===== config.mk =====
export PLATFORM = sky130hd
export DESIGN_NAME = bounded_doubly_linked_list_engine
export DESIGN_NICKNAME = d
export VERILOG_FILES = /design/src/hw/rtl/bdll_pkg.sv /design/src/hw/rtl/bdll_ctrl.sv /design/src/hw/rtl/bdll_dp.sv /design/src/hw/rtl/bounded_doubly_linked_list_engine.sv
export SDC_FILE = /design/constraint.sdc
export NUM_CORES = 2
export LEC_CHECK = 0
export ABC_AREA = 1
export ABC_CLOCK_PERIOD_IN_PS = 6800
export BUFFER_PORTS_ARGS = -buffer_cell sky130_fd_sc_hd__buf_2
export CAP_MARGIN = 20
export CORE_MARGIN = 3
export CORE_UTILIZATION = 25
export DETAILED_ROUTE_END_ITERATION = 10
export PLACE_DENSITY_LB_ADDON = 0.15
export SETUP_SLACK_MARGIN = 0.2
export SLEW_MARGIN = 20
export SYNTH_ARGS = -nofsm -noshare
export SYNTH_HDL_FRONTEND = slang
export SYNTH_HIERARCHICAL = 1
export SYNTH_SLANG_ARGS = --single-unit

===== constraint.sdc =====
create_clock -name clk -period 6.8 [get_ports clk]
set_input_delay 1.36 -clock clk [delete_from_list [all_inputs] [get_ports clk]]
set_output_delay 1.36 -clock clk [all_outputs]
set_load 0.05 [all_outputs]

===== src/hw/rtl/bdll_pkg.sv =====
//------------------------------------------------------------------------------
// bdll_pkg
// Shared constants, types and codes of the list engine.
//------------------------------------------------------------------------------
`default_nettype none
package bdll_pkg;
  localparam int Capacity   = 64;
  localparam int ValueWidth = 32;
  localparam int IdxW       = $clog2(Capacity);
  localparam int LinkW      = $clog2(Capacity + 1);
  localparam logic [LinkW-1:0] NilLink = LinkW'(Capacity);

  localparam logic [2:0] CmdPushFront = 3'd0;
  localparam logic [2:0] CmdPushBack  = 3'd1;
  localparam logic [2:0] CmdInsertAt  = 3'd2;
  localparam logic [2:0] CmdRemoveAt  = 3'd3;
  localparam logic [2:0] CmdRemoveVal = 3'd4;
  localparam logic [2:0] CmdFindVal   = 3'd5;
  localparam logic [2:0] CmdReadAt    = 3'd6;
  localparam logic [2:0] CmdUnused    = 3'd7;

  localparam logic [1:0] StDone     = 2'd0;
  localparam logic [1:0] StNotFound = 2'd1;
  localparam logic [1:0] StFull     = 2'd2;

  typedef enum logic [3:0] {
    S_IDLE, S_DECODE, S_WALK, S_INS_A, S_INS_B, S_INS_C,
    S_REM_A, S_REM_B, S_REM_C, S_FAIL, S_RESP
  } state_t;

  // Datapath operations requested by the controller.
  typedef enum logic [3:0] {
    OP_NONE, OP_LOAD, OP_STEP, OP_INS_A, OP_INS_B, OP_INS_C,
    OP_REM_A, OP_REM_B, OP_REM_C, OP_FAIL, OP_OK
  } op_t;

  typedef struct packed {
    op_t op;
    logic insert;   // command is an insert
    logic by_value; // walk compares values
  } ctl_t;

  typedef struct packed {
    logic full;
    logic invalid;   // unused code or position out of range
    logic walk_done; // walk reached its target
    logic walk_miss; // walk ran off the end
  } sts_t;
endpackage
`default_nettype wire


===== src/hw/rtl/bdll_ctrl.sv =====
//------------------------------------------------------------------------------
// bdll_ctrl
// Command sequencer of the list engine.
//------------------------------------------------------------------------------
`default_nettype none
module bdll_ctrl
  import bdll_pkg::*;
(
  input  wire logic       clk,
  input  wire logic       rst_n,
  input  wire logic       start,
  input  wire logic [2:0] cmd,
  input  sts_t            sts,
  output ctl_t            ctl,
  output logic            busy,
  output logic            done
);
  state_t state_r, state_nxt;
  logic [2:0] cmd_r;
  logic ins, byv;

  always_ff @(posedge clk) begin
    if (!rst_n) begin
      state_r <= S_IDLE;
    end else begin
      state_r <= state_nxt;
    end
  end

  always_ff @(posedge clk) begin
    if (start && !busy) begin
      cmd_r <= cmd;
    end
  end

  assign ins = (cmd_r == CmdPushFront) || (cmd_r == CmdPushBack) ||
               (cmd_r == CmdInsertAt);
  assign byv = (cmd_r == CmdRemoveVal) || (cmd_r == CmdFindVal);

  always_comb begin
    state_nxt = state_r;
    unique case (state_r)
      S_IDLE: if (start) state_nxt = S_DECODE;
      S_DECODE: begin
        if (sts.invalid || (ins && sts.full)) state_nxt = S_FAIL;
        else state_nxt = S_WALK;
      end
      S_WALK: begin
        if (sts.walk_miss) state_nxt = ins ? S_INS_A : S_FAIL;
        else if (sts.walk_done) begin
          if (ins) state_nxt = S_INS_A;
          else if (cmd_r == CmdRemoveAt || cmd_r == CmdRemoveVal) state_nxt = S_REM_A;
          else state_nxt = S_RESP;
        end
      end
      S_INS_A: state_nxt = S_INS_B;
      S_INS_B: state_nxt = S_INS_C;
      S_INS_C: state_nxt = S_RESP;
      S_REM_A: state_nxt = S_REM_B;
      S_REM_B: state_nxt = S_REM_C;
      S_REM_C: state_nxt = S_RESP;
      S_FAIL:  state_nxt = S_IDLE;
      S_RESP:  state_nxt = S_IDLE;
      default: state_nxt = S_IDLE;
    endcase
  end

  always_comb begin
    ctl.op = OP_NONE;
    ctl.insert = ins;
    ctl.by_value = byv;
    busy = (state_r != S_IDLE);
    done = 1'b0;
    unique case (state_r)
      S_IDLE:   ctl.op = OP_LOAD;
      S_DECODE: ctl.op = OP_NONE;
      S_WALK:   ctl.op = OP_STEP;
      S_INS_A:  ctl.op = OP_INS_A;
      S_INS_B:  ctl.op = OP_INS_B;
      S_INS_C:  ctl.op = OP_INS_C;
      S_REM_A:  ctl.op = OP_REM_A;
      S_REM_B:  ctl.op = OP_REM_B;
      S_REM_C:  ctl.op = OP_REM_C;
      S_FAIL: begin
        ctl.op = OP_FAIL;
        done = 1'b1;
      end
      S_RESP: begin
        ctl.op = OP_OK;
        done = 1'b1;
      end
      default: ctl.op = OP_NONE;
    endcase
  end
endmodule
`default_nettype wire


===== src/hw/rtl/bdll_dp.sv =====
//------------------------------------------------------------------------------
// bdll_dp
// Node pool, links, list pointers and response registers.
//------------------------------------------------------------------------------
`default_nettype none
module bdll_dp
  import bdll_pkg::*;
(
  input  wire logic                  clk,
  input  wire logic                  rst_n,
  input  wire logic                  load,
  input  wire logic [2:0]            in_cmd,
  input  wire logic [7:0]            in_pos,
  input  wire logic [ValueWidth-1:0] in_val,
  input  ctl_t                       ctl,
  output sts_t                       sts,
  output logic [1:0]                 status,
  output logic [6:0]                 found_position,
  output logic [ValueWidth-1:0]      read_value,
  output logic [6:0]                 length
);
  // Free list is held as a fill count over the never-used region plus a
  // recycled chain, so the next links need no clearing pass.
  logic [ValueWidth-1:0] vals_m [Capacity];
  logic [LinkW-1:0]      next_m [Capacity];
  logic [LinkW-1:0]      prev_m [Capacity];

  logic [LinkW-1:0] head_r, tail_r, free_r, fill_r, cnt_r;
  logic [2:0]       cmd_r;
  logic [7:0]       pos_r;
  logic [ValueWidth-1:0] val_r;
  logic [LinkW-1:0] cur_r, cur_nxt, step_r, node_r, pred_r, succ_r;
  logic [ValueWidth-1:0] vals_rd_r;
  logic [LinkW-1:0] next_rd_r, prev_rd_r, free_link_r;
  logic [1:0]       st_r;
  logic [6:0]       rpos_r;
  logic [ValueWidth-1:0] rval_r;
  logic [8:0]       target;
  logic [LinkW-1:0] new_n;
  logic             hit;

  // Target position for an insert, clamped to the end.
  always_comb begin
    unique case (cmd_r)
      CmdPushFront: target = '0;
      CmdPushBack:  target = 9'(cnt_r);
      default:      target = ({1'b0, pos_r} > 9'(cnt_r)) ? 9'(cnt_r) : {1'b0, pos_r};
    endcase
  end

  assign new_n = (free_r != NilLink) ? free_r : fill_r;
  assign hit = (cur_r != NilLink) && (vals_rd_r == val_r);

  always_comb begin
    sts.full    = (cnt_r == LinkW'(Capacity));
    sts.invalid = (cmd_r == CmdUnused) ||
                  ((cmd_r == CmdRemoveAt || cmd_r == CmdReadAt) &&
                   ({1'b0, pos_r} >= 9'(cnt_r)));
    sts.walk_miss = ctl.by_value ? (cur_r == NilLink) :
                    (ctl.insert && cur_r == NilLink);
    sts.walk_done = ctl.by_value ? hit : (9'(step_r) == (ctl.insert ? target : {1'b0, pos_r}));
  end

  // Walk pointer: start at the head, advance one link per step.
  always_comb begin
    cur_nxt = cur_r;
    if (ctl.op == OP_NONE) begin
      cur_nxt = head_r;
    end else if (ctl.op == OP_STEP && !sts.walk_done && !sts.walk_miss) begin
      cur_nxt = next_rd_r;
    end
  end

  // Registered pool reads, addressed one step ahead so the data of the
  // current node is ready together with the walk pointer.
  always_ff @(posedge clk) begin
    cur_r       <= cur_nxt;
    vals_rd_r   <= vals_m[cur_nxt[IdxW-1:0]];
    next_rd_r   <= next_m[cur_nxt[IdxW-1:0]];
    prev_rd_r   <= prev_m[cur_nxt[IdxW-1:0]];
    free_link_r <= next_m[free_r[IdxW-1:0]];
  end

  always_ff @(posedge clk) begin
    if (load) begin
      cmd_r <= in_cmd;
      pos_r <= in_pos;
      val_r <= in_val;
    end
  end

  // Walk, relink and response.
  always_ff @(posedge clk) begin
    if (!rst_n) begin
      head_r <= NilLink;
      tail_r <= NilLink;
      free_r <= NilLink;
      fill_r <= '0;
      cnt_r  <= '0;
    end else begin
      unique case (ctl.op)
        OP_INS_A: begin
          if (free_r != NilLink) free_r <= free_link_r;
          else fill_r <= fill_r + 1'b1;
        end
        OP_INS_C: begin
          if (pred_r == NilLink) head_r <= node_r;
          if (succ_r == NilLink) tail_r <= node_r;
          cnt_r <= cnt_r + 1'b1;
        end
        OP_REM_C: begin
          if (pred_r == NilLink) head_r <= succ_r;
          if (succ_r == NilLink) tail_r <= pred_r;
          free_r <= node_r;
          cnt_r <= cnt_r - 1'b1;
        end
        default: ;
      endcase
    end
  end

  always_ff @(posedge clk) begin
    unique case (ctl.op)
      OP_LOAD: begin
        step_r <= '0;
      end
      OP_NONE: begin
        step_r <= '0;
      end
      OP_STEP: begin
        if (!sts.walk_done && !sts.walk_miss) begin
          step_r <= step_r + 1'b1;
        end
      end
      OP_INS_A: begin
        node_r <= new_n;
        succ_r <= cur_r;
        pred_r <= (cur_r == NilLink) ? tail_r : prev_rd_r;
      end
      OP_INS_B: begin
        vals_m[node_r[IdxW-1:0]] <= val_r;
        next_m[node_r[IdxW-1:0]] <= succ_r;
        prev_m[node_r[IdxW-1:0]] <= pred_r;
      end
      OP_INS_C: begin
        if (pred_r != NilLink) next_m[pred_r[IdxW-1:0]] <= node_r;
        if (succ_r != NilLink) prev_m[succ_r[IdxW-1:0]] <= node_r;
        st_r   <= StDone;
        rpos_r <= target[6:0];
        rval_r <= val_r;
      end
      OP_REM_A: begin
        node_r <= cur_r;
        pred_r <= prev_rd_r;
        succ_r <= next_rd_r;
        rval_r <= vals_rd_r;
        rpos_r <= step_r[6:0];
        st_r   <= StDone;
      end
      OP_REM_B: begin
        if (pred_r != NilLink) next_m[pred_r[IdxW-1:0]] <= succ_r;
        if (succ_r != NilLink) prev_m[succ_r[IdxW-1:0]] <= pred_r;
      end
      OP_REM_C: begin
        next_m[node_r[IdxW-1:0]] <= free_r;
        prev_m[node_r[IdxW-1:0]] <= NilLink;
      end
      OP_FAIL: ;
      OP_OK: ;
      default: ;
    endcase
    // Capture a read or find result as the walk completes.
    if (ctl.op == OP_STEP && sts.walk_done && !ctl.insert) begin
      rval_r <= vals_rd_r;
      rpos_r <= step_r[6:0];
      st_r   <= StDone;
    end
  end

  always_comb begin
    status = StNotFound;
    found_position = '0;
    read_value = '0;
    if (ctl.op == OP_OK) begin
      status = st_r;
      found_position = rpos_r;
      read_value = rval_r;
    end else if (ctl.op == OP_FAIL && ctl.insert && sts.full && cmd_r != CmdUnused) begin
      status = StFull;
    end
    length = 7'(cnt_r);
  end
endmodule
`default_nettype wire


===== src/hw/rtl/bounded_doubly_linked_list_engine.sv =====
//------------------------------------------------------------------------------
// bounded_doubly_linked_list_engine
// Ordered list of values in a 64-node pool with forward and back links.
//------------------------------------------------------------------------------
// Usage:
//   Raise start with in_command, in_position and in_value while busy is low;
//   the item is taken on that edge and busy rises on the next cycle.
//   Exactly one result follows, shown for one cycle with out_valid high:
//   out_status, out_found_position, out_read_value and out_length.
// Sequence:
//   Rejected commands (unused code, position past the end, full pool) go from
//   decode straight to the failure result. Commands walk the list one link per
//   cycle from the head: a read or find answers where it stops, an insert or
//   remove at its position then relinks the nodes before it answers, and a
//   value that is absent fails at the end of the list. The slowest item is an
//   append or a removal at position 63; the link walk sets its time. One item
//   is worked on at a time; busy falls in the cycle after the result.
// Reset:
//   rst_n low (synchronous) empties the list; the free pool is handed out by
//   a fill count, so no clearing pass is needed and start may follow at once.
// Stalls:
//   The receiver cannot hold results off; out_valid lasts one cycle only.
//------------------------------------------------------------------------------
`default_nettype none
module bounded_doubly_linked_list_engine
  import bdll_pkg::*;
(
  input  wire logic                  clk,
  input  wire logic                  rst_n,
  input  wire logic                  start,
  output logic                       busy,
  input  wire logic [2:0]            in_command,
  input  wire logic [7:0]            in_position,
  input  wire logic [ValueWidth-1:0] in_value,
  output logic                       out_valid,
  output logic [1:0]                 out_status,
  output logic [6:0]                 out_found_position,
  output logic [ValueWidth-1:0]      out_read_value,
  output logic [6:0]                 out_length
);
  ctl_t ctl;
  sts_t sts;

  // Sequence the command.
  bdll_ctrl u_ctrl (
    .clk, .rst_n, .start, .cmd(in_command), .sts, .ctl, .busy, .done(out_valid)
  );

  // Hold the pool and build the result.
  bdll_dp u_dp (
    .clk, .rst_n,
    .load(start && !busy),
    .in_cmd(in_command), .in_pos(in_position), .in_val(in_value),
    .ctl, .sts,
    .status(out_status), .found_position(out_found_position),
    .read_value(out_read_value), .length(out_length)
  );
endmodule
`default_nettype wire


==> impl_metrics.json <==
{
  "core_area_mm2": 0.5670,
  "cts_buffers": 346,
  "fmax_mhz": 158.2,
  "gr-total-overflow": 0,
  "rsz0062_at_grt": "false",
  "place.gp.congestion": 0.7913,
  "ant_nets": 0,
  "path_clk_slew_ps": 70,
  "hold_path_class": "reg2reg",
  "antenna_found_initial": 17,
  "io_buffers": 95,
  "async_flop_share_pct": 0,
  "period_share_pct": 92.97,
  "insertion_delay_ps": 980,
  "synth_top_area_share_pct": 64.29,
  "yosysUniqueCellTypes": 59,
  "synth-compound-area-share_pct": 2.481,
  "placementRows": 276,
  "startpoint_type": "flop",
  "crit_path_end_kind": "flop",
  "drtIter0Drc": 8568,
  "via_per_inst": 4.504,
  "clock_sinks": 3156,
  "synthXorXnorAreaFrac_pct": 0.1226,
  "synth_edf_count": 3058,
  "routed_wirelength_mm": 519.0,
  "dr.pass1.iters": 8,
  "post_synth_mux_area_share_pct": 0.05519,
  "fin_area_mm2": 0.1662,
  "grt_pass1_wl_mm": 739.4,
  "yosysMostFrequentCell": "nand2_1",
  "synth_top_family_by_area": "simple AND/OR/NAND/NOR gates",
  "syn_area_mm2": 0.1428,
  "drive_above_1_share_pct": 8.565,
  "htree_levels": 5,
  "fp.dieH_um": 761.9,
  "clock_path_buffers": 4,
  "dp_hpwl_mm": 309.8,
  "setup_violations": 0,
  "grt_usage_pct": 17.35,
  "grt_pass1_vias": 96750,
  "syn_nets": 14540,
  "initial_core_util_pct": 25.19,
  "via_count": 101200,
  "dpl_cell_area_mm2": 0.1554,
  "cts-root-buf": "clkbuf_16",
  "dp.cells": 21830,
  "pin_count": 96,
  "ys_seq_area_share_pct": 65.67,
  "synth_warnings": 6,
  "die_w_um": 761.9,
  "synth_seq_cells": 3156,
  "avgSynthCellArea_um2": 9.868,
  "synth_ff_type": "edfxtp_1",
  "synth_area_leaders": "edfxtp_1 64%, nand3_1 11%, nand2_1 8.5%, inv_1 7.8%, buf_2 1.6%",
  "critical_path_class": "reg2reg",
  "setup-tns-final_ps": 0,
  "syn_inst": 14470,
  "maxSlewViolCount": 0,
  "clock_skew_ps": 51.57,
  "fin_nets": 14730,
  "hold_viol_final": 0,
  "synthTopCellsByCount": "3224 x nand2_1, 3183 x nand3_1, 3058 x edfxtp_1",
  "run_status": "finished clean",
  "max_slew_margin_pct": 23.06,
  "synthAdderAreaFrac_pct": 0.1367,
  "fin_cells": 22460,
  "dieArea_mm2": 0.5804,
  "yosys.area_share.simple_pct": 21.09,
  "cts_hold_buf": 0,
  "route.detailed.drc": 0,
  "cts-resized-gates": 0,
  "cp.arrival_ps": 7230,
  "period_needed_ps": 6322,
  "grt_max_degree": 183,
  "post_cts_buffers": 0,
  "routedWlPerCell_um": 23.10,
  "synth_top_area_cell": "edfxtp_1",
  "tightestPinTransition_ps": 1140,
  "worstPathRequired_ps": 7710,
  "cap_violations": 0,
  "cts_tree": "done",
  "path_max_fanout": 20,
  "syn_to_final_growth_pct": 16.35,
  "fillers": 59330
}
-- state kept, by name (all words and copies together), names as in the netlist, 8 cells and up --
name,flops
u_dp/next_m,448
u_dp/pos_r,8
u_dp/prev_m,448
u_dp/rval_r,32
u_dp/val_r,32
u_dp/vals_m,2048
u_dp/vals_rd_r,32
-- logic make-up (layout without fill, tap and decap cells) --
kind of cell               count (synthesis)  count (layout)
and+or+nand+nor                         6866            6866
AOI/OAI and AO/OA                        639             639
muxes                                      7               7
other                                      0               1
xor gates and xnor gates                  20              20
adders and majority gates                 15              15
DFF                                     3156            3156
buffers and inverters                   3771            4253
-- final timing paths --
path | from | endpoint | slack (ps) | cells past startpoint
setup / recovery | u_dp/val_r[18]$_DFFE_PP_ | u_dp/vals_rd_r[1]$_DFF_P_ | 480 | 20
hold / removal | u_dp/tail_r[6]$_SDFFE_PN1P_ | u_dp/tail_r[6]$_SDFFE_PN1P_ | 470 | 2
setup reg to reg | u_dp/val_r[18]$_DFFE_PP_ | u_dp/vals_rd_r[1]$_DFF_P_ | 480 | 20
hold reg to reg | u_dp/tail_r[6]$_SDFFE_PN1P_ | u_dp/tail_r[6]$_SDFFE_PN1P_ | 470 | 2
-- per-stage QoR --
step	setup slack [ps]	hold slack (ps)	utilization [%]
after global placement	592.8	460.9	27.38
final	478.0	474.9	29.31
after floorplan	1673	422.9	-
after CTS	460.8	443.8	29.31
after global routing	269.4	496.8	29.31
after detailed placement	538.2	460.2	27.40
-- cells in the final DEF (no fill, tap or decap), types with 12 or more instances in the layout --
cell / synthesis / routed
or2_2: 16 / 15
a31oi_1: 26 / 26
inv_2: 11 / 13
ha_1: 14 / 14
nand2_1: 3224 / 3220
xor2_1: 12 / 12
inv_1: 2953 / 2949
edfxtp_1: 3058 / 3058
nand3_1: 3183 / 3182
clkbuf_1: 260 / 92
clkinv_1: 8 / 83
o311ai_0: 14 / 13
bufinv_16: 0 / 18
nand4_1: 48 / 48
nor2_1: 343 / 275
a21oi_1: 216 / 215
clkinv_2: 0 / 55
buf_12: 0 / 111
a221oi_1: 16 / 12
buf_2: 457 / 95
dfxtp_1: 98 / 95
clkbuf_8: 0 / 13
buf_4: 42 / 440
clkbuf_16: 0 / 359
nor2_4: 4 / 72
o21ai_0: 299 / 295
-- layer usage --
layer	up-vias	routed length (um)	track usage (%)	part of all wire (%)
met5	-	13	0	0.0025
met4	2	15350	4.996	3.0
met3	642	22020	1.648	4.2
met2	2423	239500	28.18	46
met1	50270	242100	24.59	47
li1	47830	-	-	-
-- worst max-delay path: stages (launching register included) --
cell	delay, ps
edfxtp_1	710
xor2_1	280
nor3b_1	210
nand4_1	700
nor4b_2	630
buf_4	200
nand3_1	350
nand3_4	320
inv_2	110
nand2_1	80
nand3_1	130
o21ai_4	380
inv_8	280
buf_12	280
buf_12	180
buf_4	290
nand3_1	160
nand3_1	100
nand3_1	210
nand3_1	250
nand2_1	160
-- final cells by class --
cell class / count / area [um2] / area share [%]
tap: 7506 / 9392 / 5.651
sequential: 3156 / 93800 / 56.44
antenna: 1 / 2.502 / 0.001506
clock buffer: 464 / 9508 / 5.721
clock inverter: 169 / 1304 / 0.7845
inverter: 2972 / 11180 / 6.725
multi-input combinational: 7547 / 34950 / 21.03
timing repair buffer: 648 / 6056 / 3.644
Power is not shown: default switching activity piles up to over one toggle a cycle in this logic, so the estimate is an artifact.
